==> src/design/bopf_pkg.sv <==
// Shared types, sizes and helpers for the box overlap pair finder.
// No dependencies; the top level refers to it by scoped names.
package bopf_pkg;

    localparam int LIST_DEPTH  = 16;
    localparam int MAX_RESULTS = 16;

    localparam int IDX_W   = (LIST_DEPTH > 1) ? $clog2(LIST_DEPTH) : 1;
    localparam int CNT_W   = $clog2(LIST_DEPTH + 1);
    localparam int FOUND_W = $clog2(MAX_RESULTS + 1);
    localparam int HIT_W   = 4;
    localparam int EXT_W   = 33;

    localparam logic [1:0] FUNC_CLEAR  = 2'd0;
    localparam logic [1:0] FUNC_APPEND = 2'd1;
    localparam logic [1:0] FUNC_QUERY  = 2'd2;

    typedef logic signed [EXT_W-1:0] ext_t;

    // Four absolute box extents, formed at full width.
    typedef struct packed {
        ext_t left_x;
        ext_t right_x;
        ext_t top_y;
        ext_t bottom_y;
    } box_t;

    function automatic box_t make_box(
        input logic signed [31:0] px,
        input logic signed [31:0] py,
        input logic signed [15:0] el,
        input logic signed [15:0] er,
        input logic signed [15:0] et,
        input logic signed [15:0] eb
    );
        box_t b;
        b.left_x   = ext_t'(px) + ext_t'(el);
        b.right_x  = ext_t'(px) + ext_t'(er);
        b.top_y    = ext_t'(py) + ext_t'(et);
        b.bottom_y = ext_t'(py) + ext_t'(eb);
        return b;
    endfunction

    // Touching edges count as overlap.
    function automatic logic boxes_overlap(input box_t q, input box_t e);
        return !((q.left_x > e.right_x) || (q.right_x < e.left_x) ||
                 (q.top_y > e.bottom_y) || (q.bottom_y < e.top_y));
    endfunction

    function automatic logic [HIT_W-1:0] to_hit_index(input logic [CNT_W-1:0] i);
        logic [CNT_W+HIT_W-1:0] wide;
        wide = {{HIT_W{1'b0}}, i};
        return wide[HIT_W-1:0];
    endfunction

endpackage

==> src/design/box_overlap_pair_finder_top.sv <==
// Box overlap pair finder: entry store, scan sequencer and result register.
// Depends on bopf_pkg for sizes, function codes and the box helpers.
//
// A user loads a list of up to 16 boxes with append words (func 1), empties it
// with a clear word (func 0) and sends query words (func 2). Clear and append
// produce no result; an append into a full list is dropped, and a func code of
// 3 is ignored. Each stored box keeps its four absolute edges, formed at 33 bits
// when appended, so a query only compares. A live query is accepted, then scans
// one stored entry per cycle through the single shared edge comparator, stalling
// only while a held hit waits for the result side, then detects the end of the
// list and hands over its final result. A query that is not live skips the
// scan. s_ready is high only while the sequencer is idle.
// Every live stored entry whose box overlaps a live query box gives one result
// word carrying its index with hit_valid set, in load order; the last word of a
// query has m_last set. A query that is not live, or hits nothing, gives one
// word with hit_valid clear, index zero and m_last set. One hit is held back in
// a pending register so that m_last can be attached once the scan ends.
module box_overlap_pair_finder_top (
    input  logic                          aclk,
    input  logic                          aresetn,
    input  logic                          s_valid,
    output logic                          s_ready,
    input  logic [1:0]                    s_func,
    input  logic signed [31:0]            s_pos_x,
    input  logic signed [31:0]            s_pos_y,
    input  logic signed [15:0]            s_edge_left,
    input  logic signed [15:0]            s_edge_right,
    input  logic signed [15:0]            s_edge_top,
    input  logic signed [15:0]            s_edge_bottom,
    input  logic signed [15:0]            s_health,
    input  logic                          s_is_active,
    output logic                          m_valid,
    input  logic                          m_ready,
    output logic [bopf_pkg::HIT_W-1:0]    m_hit_index,
    output logic                          m_hit_valid,
    output logic                          m_last
);

    localparam logic [1:0] ST_IDLE  = 2'd0;
    localparam logic [1:0] ST_SCAN  = 2'd1;
    localparam logic [1:0] ST_FLUSH = 2'd2;

    // Entry store: written on append, read at the scan index.
    bopf_pkg::box_t entry_box_reg  [bopf_pkg::LIST_DEPTH];
    logic           entry_live_reg [bopf_pkg::LIST_DEPTH];

    logic [1:0]                   state_reg, state_next;
    logic [bopf_pkg::CNT_W-1:0]   count_reg, count_next;
    logic [bopf_pkg::CNT_W-1:0]   idx_reg, idx_next;
    logic [bopf_pkg::FOUND_W-1:0] found_reg, found_next;
    bopf_pkg::box_t               query_reg;
    logic                         pend_valid_reg, pend_valid_next;
    logic [bopf_pkg::CNT_W-1:0]   pend_idx_reg, pend_idx_next;

    logic                         out_valid_reg;
    logic [bopf_pkg::HIT_W-1:0]   out_index_reg;
    logic                         out_hit_reg;
    logic                         out_last_reg;

    logic                         accept;
    logic                         in_live;
    bopf_pkg::box_t               in_box;
    logic                         append_ok;
    logic                         out_free;
    logic                         scan_hit;
    logic                         out_load;
    logic [bopf_pkg::HIT_W-1:0]   out_index_d;
    logic                         out_hit_d;
    logic                         out_last_d;

    assign s_ready  = (state_reg == ST_IDLE);
    assign accept   = s_valid && s_ready;
    assign in_live  = (s_health > 16'sd0) && s_is_active;
    assign in_box   = bopf_pkg::make_box(s_pos_x, s_pos_y, s_edge_left, s_edge_right,
                                         s_edge_top, s_edge_bottom);
    assign append_ok = accept && (s_func == bopf_pkg::FUNC_APPEND) &&
                       (count_reg < bopf_pkg::CNT_W'(bopf_pkg::LIST_DEPTH));
    assign out_free = !out_valid_reg || m_ready;

    // Shared comparator: stored box at the scan index against the query box.
    assign scan_hit = entry_live_reg[idx_reg[bopf_pkg::IDX_W-1:0]] &&
                      bopf_pkg::boxes_overlap(query_reg,
                                              entry_box_reg[idx_reg[bopf_pkg::IDX_W-1:0]]);

    // Sequencer: idle -> scan (live queries only), one entry per cycle unless stalled -> final word.
    always_comb begin
        state_next      = state_reg;
        count_next      = count_reg;
        idx_next        = idx_reg;
        found_next      = found_reg;
        pend_valid_next = pend_valid_reg;
        pend_idx_next   = pend_idx_reg;
        out_load        = 1'b0;
        out_index_d     = '0;
        out_hit_d       = 1'b0;
        out_last_d      = 1'b0;
        unique case (state_reg)
            ST_IDLE: begin
                if (accept) begin
                    case (s_func)
                        bopf_pkg::FUNC_CLEAR: begin
                            count_next = '0;
                        end
                        bopf_pkg::FUNC_APPEND: begin
                            if (append_ok) begin
                                count_next = count_reg + 1'b1;
                            end
                        end
                        bopf_pkg::FUNC_QUERY: begin
                            idx_next        = '0;
                            found_next      = '0;
                            pend_valid_next = 1'b0;
                            state_next      = in_live ? ST_SCAN : ST_FLUSH;
                        end
                        default: begin
                        end
                    endcase
                end
            end
            ST_SCAN: begin
                if ((idx_reg == count_reg) ||
                    (found_reg == bopf_pkg::FOUND_W'(bopf_pkg::MAX_RESULTS))) begin
                    state_next = ST_FLUSH;
                end else if (scan_hit && pend_valid_reg) begin
                    // Release the held hit, which is not the last one.
                    if (out_free) begin
                        out_load      = 1'b1;
                        out_index_d   = bopf_pkg::to_hit_index(pend_idx_reg);
                        out_hit_d     = 1'b1;
                        pend_idx_next = idx_reg;
                        found_next    = found_reg + 1'b1;
                        idx_next      = idx_reg + 1'b1;
                    end
                end else if (scan_hit) begin
                    pend_valid_next = 1'b1;
                    pend_idx_next   = idx_reg;
                    found_next      = found_reg + 1'b1;
                    idx_next        = idx_reg + 1'b1;
                end else begin
                    idx_next = idx_reg + 1'b1;
                end
            end
            ST_FLUSH: begin
                if (out_free) begin
                    out_load        = 1'b1;
                    out_index_d     = pend_valid_reg ?
                                      bopf_pkg::to_hit_index(pend_idx_reg) : '0;
                    out_hit_d       = pend_valid_reg;
                    out_last_d      = 1'b1;
                    pend_valid_next = 1'b0;
                    state_next      = ST_IDLE;
                end
            end
            default: begin
                state_next = ST_IDLE;
            end
        endcase
    end

    always_ff @(posedge aclk) begin
        if (!aresetn) begin
            state_reg      <= ST_IDLE;
            count_reg      <= '0;
            idx_reg        <= '0;
            found_reg      <= '0;
            pend_valid_reg <= 1'b0;
            out_valid_reg  <= 1'b0;
        end else begin
            state_reg      <= state_next;
            count_reg      <= count_next;
            idx_reg        <= idx_next;
            found_reg      <= found_next;
            pend_valid_reg <= pend_valid_next;
            if (out_load) begin
                out_valid_reg <= 1'b1;
            end else if (m_ready) begin
                out_valid_reg <= 1'b0;
            end
        end
    end

    // Payload registers: no reset needed.
    always_ff @(posedge aclk) begin
        pend_idx_reg <= pend_idx_next;
        if (accept && (s_func == bopf_pkg::FUNC_QUERY)) begin
            query_reg <= in_box;
        end
        if (append_ok) begin
            entry_box_reg[count_reg[bopf_pkg::IDX_W-1:0]]  <= in_box;
            entry_live_reg[count_reg[bopf_pkg::IDX_W-1:0]] <= in_live;
        end
        if (out_load) begin
            out_index_reg <= out_index_d;
            out_hit_reg   <= out_hit_d;
            out_last_reg  <= out_last_d;
        end
    end

    assign m_valid     = out_valid_reg;
    assign m_hit_index = out_index_reg;
    assign m_hit_valid = out_hit_reg;
    assign m_last      = out_last_reg;

`ifndef SYNTHESIS
    a_count_in_range: assert property (@(posedge aclk) disable iff (!aresetn)
        count_reg <= bopf_pkg::CNT_W'(bopf_pkg::LIST_DEPTH))
        else $error("entry count exceeds list depth");

    a_append_grows: assert property (@(posedge aclk) disable iff (!aresetn)
        append_ok |=> (count_reg == $past(count_reg) + 1'b1))
        else $error("append did not advance entry count");

    a_nohit_is_last: assert property (@(posedge aclk) disable iff (!aresetn)
        (m_valid && !m_hit_valid) |-> m_last)
        else $error("no-hit word without last");

    a_scan_index_bound: assert property (@(posedge aclk) disable iff (!aresetn)
        (state_reg == ST_SCAN) |-> (idx_reg <= count_reg))
        else $error("scan index past entry count");

    a_no_overwrite: assert property (@(posedge aclk) disable iff (!aresetn)
        (m_valid && !m_ready) |-> !out_load)
        else $error("result word overwritten while stalled");
`endif

endmodule

==> config.mk <==
export PLATFORM = sky130hd
export DESIGN_NAME = box_overlap_pair_finder_top
export DESIGN_NICKNAME = d
export VERILOG_FILES = /design/src/design/bopf_pkg.sv /design/src/design/box_overlap_pair_finder_top.sv
export SDC_FILE = /design/constraint.sdc
export NUM_CORES = 2
export LEC_CHECK = 0
export BUFFER_PORTS_ARGS = -buffer_cell sky130_fd_sc_hd__buf_4
export CORE_AREA = 2 2 415 417
export CTS_CLUSTER_SIZE = 28
export DETAILED_ROUTE_END_ITERATION = 16
export DIE_AREA = 0 0 417 419
export PLACE_DENSITY = 0.72
export SLEW_MARGIN = 30
export SYNTH_ARGS = -nofsm -noshare
export SYNTH_HDL_FRONTEND = slang
export SYNTH_SLANG_ARGS = --single-unit
export TNS_END_PERCENT = 50
==> constraint.sdc <==
create_clock -name aclk -period 14.82 [get_ports aclk]
set_clock_uncertainty 0.1 [all_clocks]
set_input_delay 0 -clock aclk [delete_from_list [all_inputs] [get_ports aclk]]
set_output_delay 0 -clock aclk [all_outputs]
set_load 0.02 [all_outputs]
==> flow_summary.yaml <==
clock_network:
  cts_tree: "yes"
  cts_buffer_depth: 3
  path_clk_slew_ns: 0.06
  cts_htree_levels: 4
  cts_root_buf: "clkbuf_16"
  cts_resized: 0
  hold_buffers: 186
  cts_made_buffers: 218
  clock_sinks: 2293
  cts_setup_buffers: 0
  insertion_delay_ns: 0.85
global_route:
  gr-total-overflow: 0
  grt_pass1_vias: 49143
  antenna_found_initial: 0
  grt_pass1_wl_um: 327000
  grtUsageTotal: 0.257
  grt_start_max_net_pins: 131
floorplan:
  rows: 152
  die-area_um2: 175000
  chipWidth_um: 417
  core_um2: 171000
  boundaryPins: 159
  die_height_um: 419
  start_util: 0.555
detailed_routing:
  final_antenna_net_count: 0
  wl_um: 221000
  via_per_inst: 6.37
  routedWlPerCell_um: 29.1
  drt_pass1_iterations: 5
  drc_errors: 0
  route.vias.total: 48288
  drtIter0Drc: 5661
power_and_ir_drop:
  powerDensity_nw_per_um2: 130
  peakVddDrop_v: 0.000110
  finalPower_uw: 14200
  leakage_uw: 0.0353
finish:
  num-nets-final: 5588
  largest_reg_flops: 2112
  drive_above_1_share: 0.258
  area_growth_pct: 14.9
  fillCellCount: 11168
  final_util: 0.637
timing:
  finalSetupViolations: 0
  relSlewSlack: 0.318
  fin_crit_ns: 7.75
  slew_violations: 0
  finalHoldViolCount: 0
  tightest_slew_ns: 1.02
  clock.fmax_ghz: 0.129
  fin_ws_ns: 7.07
  setup_tns_ns: 0
  rsz0062_at_grt: "no"
  period_share: 0.523
logic_synthesis:
  synth.distinct_cells: 78
  synth_edf_count: 2270
  syn_inst: 4617
  ys.flop_type: "edfxtp_1"
  syn_avg_cell_area_um2: 20.5
  synth-seq-cells: 2293
  syn_nets: 5040
  async_flop_share: 0
  yosysWarnings: 0
  ys_seq_area_frac: 0.725
  synth_area_um2: 94600
placement:
  io_buffers: 158
  dpl_worst_slack_ns: 7.16
  place_hpwl_um: 120000
  place_congestion: 0.838
worst_setup_path:
  worstPathMaxFanout: 130
  cp.arrival_ns: 8.12
  path_class: "flip-flop to flip-flop"
  r2r_slack_ns: 7.07
  endpoint_kind: "flip-flop"
  cp.required_ns: 15.19
  worst_setup_path_start_kind: "flip-flop"
status:
  status: "finished, final reports clean"
job:
  maxCapViolCount: 0
worst_hold_path:
  min_path_type: "primary input to flip-flop"
## worst paths after layout
kind | cells past startpoint | from | to
setup / recovery | 17 | flip-flop | m_last$_SDFFCE_PN0P_
hold / removal | 5 | s_func[1] | count_reg[4]$_SDFFE_PN0P_
setup reg to reg | 17 | flip-flop | m_last$_SDFFCE_PN0P_
hold reg to reg | 2 | found_reg[4]$_SDFFE_PN0P_ | found_reg[4]$_SDFFE_PN0P_
## stage by stage
| stage | hold slack, ns | area (µm²) | std cells |
|---|---|---|---|
| 2_1_floorplan | 0.0538 | 94600 | 4617 |
| 3_3_place_gp | 0.244 | 99300 | 6986 |
| 3_5_place_dp | 0.243 | 99700 | 6988 |
| 4_1_cts | 0.00717 | 109000 | 7576 |
| 5_1_grt | 0.0413 | 109000 | 7580 |
| 6_report | 0.0745 | 109000 | 7581 |
## synth_stat cells, types with 12 or more instances
master | n | area (µm²)
ha_1 | 268 | 3350
dfxtp_1 | 23 | 460
o211ai_1 | 12 | 90.1
a211oi_1 | 19 | 143
edfxtp_1 | 2270 | 68200
a21oi_1 | 153 | 766
o21a_1 | 22 | 165
nand3_1 | 41 | 205
buf_1 | 16 | 60.1
clkbuf_1 | 90 | 338
mux2i_1 | 25 | 250
a21o_1 | 58 | 435
buf_2 | 57 | 285
o21ai_0 | 97 | 485
o21bai_1 | 20 | 150
nand2_1 | 89 | 334
nor3_1 | 33 | 165
mux4_2 | 642 | 14500
nor2_1 | 117 | 439
inv_1 | 176 | 661
xnor2_1 | 85 | 744
mux2_2 | 16 | 180
nor2b_1 | 29 | 181
a31oi_1 | 14 | 87.6
nand2b_1 | 25 | 156
nand4_1 | 30 | 188
xor2_1 | 32 | 280
## worst max-delay path, cell delays in order, from the launching register on
cell and delay (ns):
dfxtp_4 0.94, buf_12 0.72, buf_4 0.63, buf_4 0.76, mux4_2 0.43, mux4_2 0.51, inv_1 0.07, ha_1 0.11
nand3_1 0.13, nor4_1 0.79, nand4_1 0.21, nor3_1 0.20, a21oi_1 0.07, nand3_1 0.23, nand3_2 0.28, nor2_2 0.23
a21oi_1 0.09, nor3b_1 0.73
## routing by layer
metal / GRT usage / vias up / routed length (µm)
li1: - / 20295 / -
met5: 0 / - / 0
met1: 0.373 / 25492 / 90600
met2: 0.418 / 2163 / 109000
met4: 0.0670 / 0 / 5010
met3: 0.0335 / 338 / 16300
## report_power, final
group          total, µW  leakage (µW)  internal [µW]  switching (µW)
Clock               5470       0.00342           3120            2350
Sequential          7520        0.0206           7510            16.9
Combinational       1160        0.0112            400             762
Total              14200        0.0353          11000            3130
## cell families after synthesis
group                      synth area share
DFF                                   0.725
buffers and inverters                0.0143
and+or+nand+nor                      0.0230
adders and majority gates            0.0363
xor gates and xnor gates             0.0108
muxes                                 0.158
AOI/OAI and AO/OA                    0.0324
## placed cells by master, fill, tap and decap left out, types with 14 or more instances in the layout
cell | netlist | final
edfxtp_1 | 2270 | 2270
mux4_2 | 642 | 642
buf_4 | 1 | 288
ha_1 | 268 | 268
clkbuf_16 | 0 | 221
dlygate4sd3_1 | 0 | 186
inv_1 | 176 | 176
a21oi_1 | 153 | 151
nor2_1 | 117 | 101
o21ai_0 | 97 | 94
nand2_1 | 89 | 89
a21o_1 | 58 | 58
clkinv_1 | 0 | 54
xnor2_1 | 85 | 44
nand3_1 | 41 | 41
xnor2_2 | 0 | 39
clkinv_2 | 0 | 39
clkbuf_1 | 90 | 39
nand4_1 | 30 | 30
nor2b_1 | 29 | 29
nor3_1 | 33 | 28
mux2i_1 | 25 | 25
nand2b_1 | 25 | 25
bufinv_16 | 0 | 23
o21a_1 | 22 | 22
xor2_1 | 32 | 20
o21bai_1 | 20 | 20
dfxtp_1 | 23 | 19
a211oi_1 | 19 | 17
mux2_2 | 16 | 16
a31oi_1 | 14 | 14
## layout make-up
cell class / count / area (µm²) / share of cell area
Antenna cell: 1 / 2.50 / 0.0000230
Multi-Input combinational cell: 1984 / 25200 / 0.232
Sequential cell: 2293 / 68600 / 0.631
Inverter: 176 / 661 / 0.00608
Clock buffer: 260 / 5680 / 0.0522
Clock inverter: 142 / 1330 / 0.0122
Tap cell: 2233 / 2790 / 0.0257
Timing Repair Buffer: 492 / 4390 / 0.0403
Power figures use the tool's default switching activity.
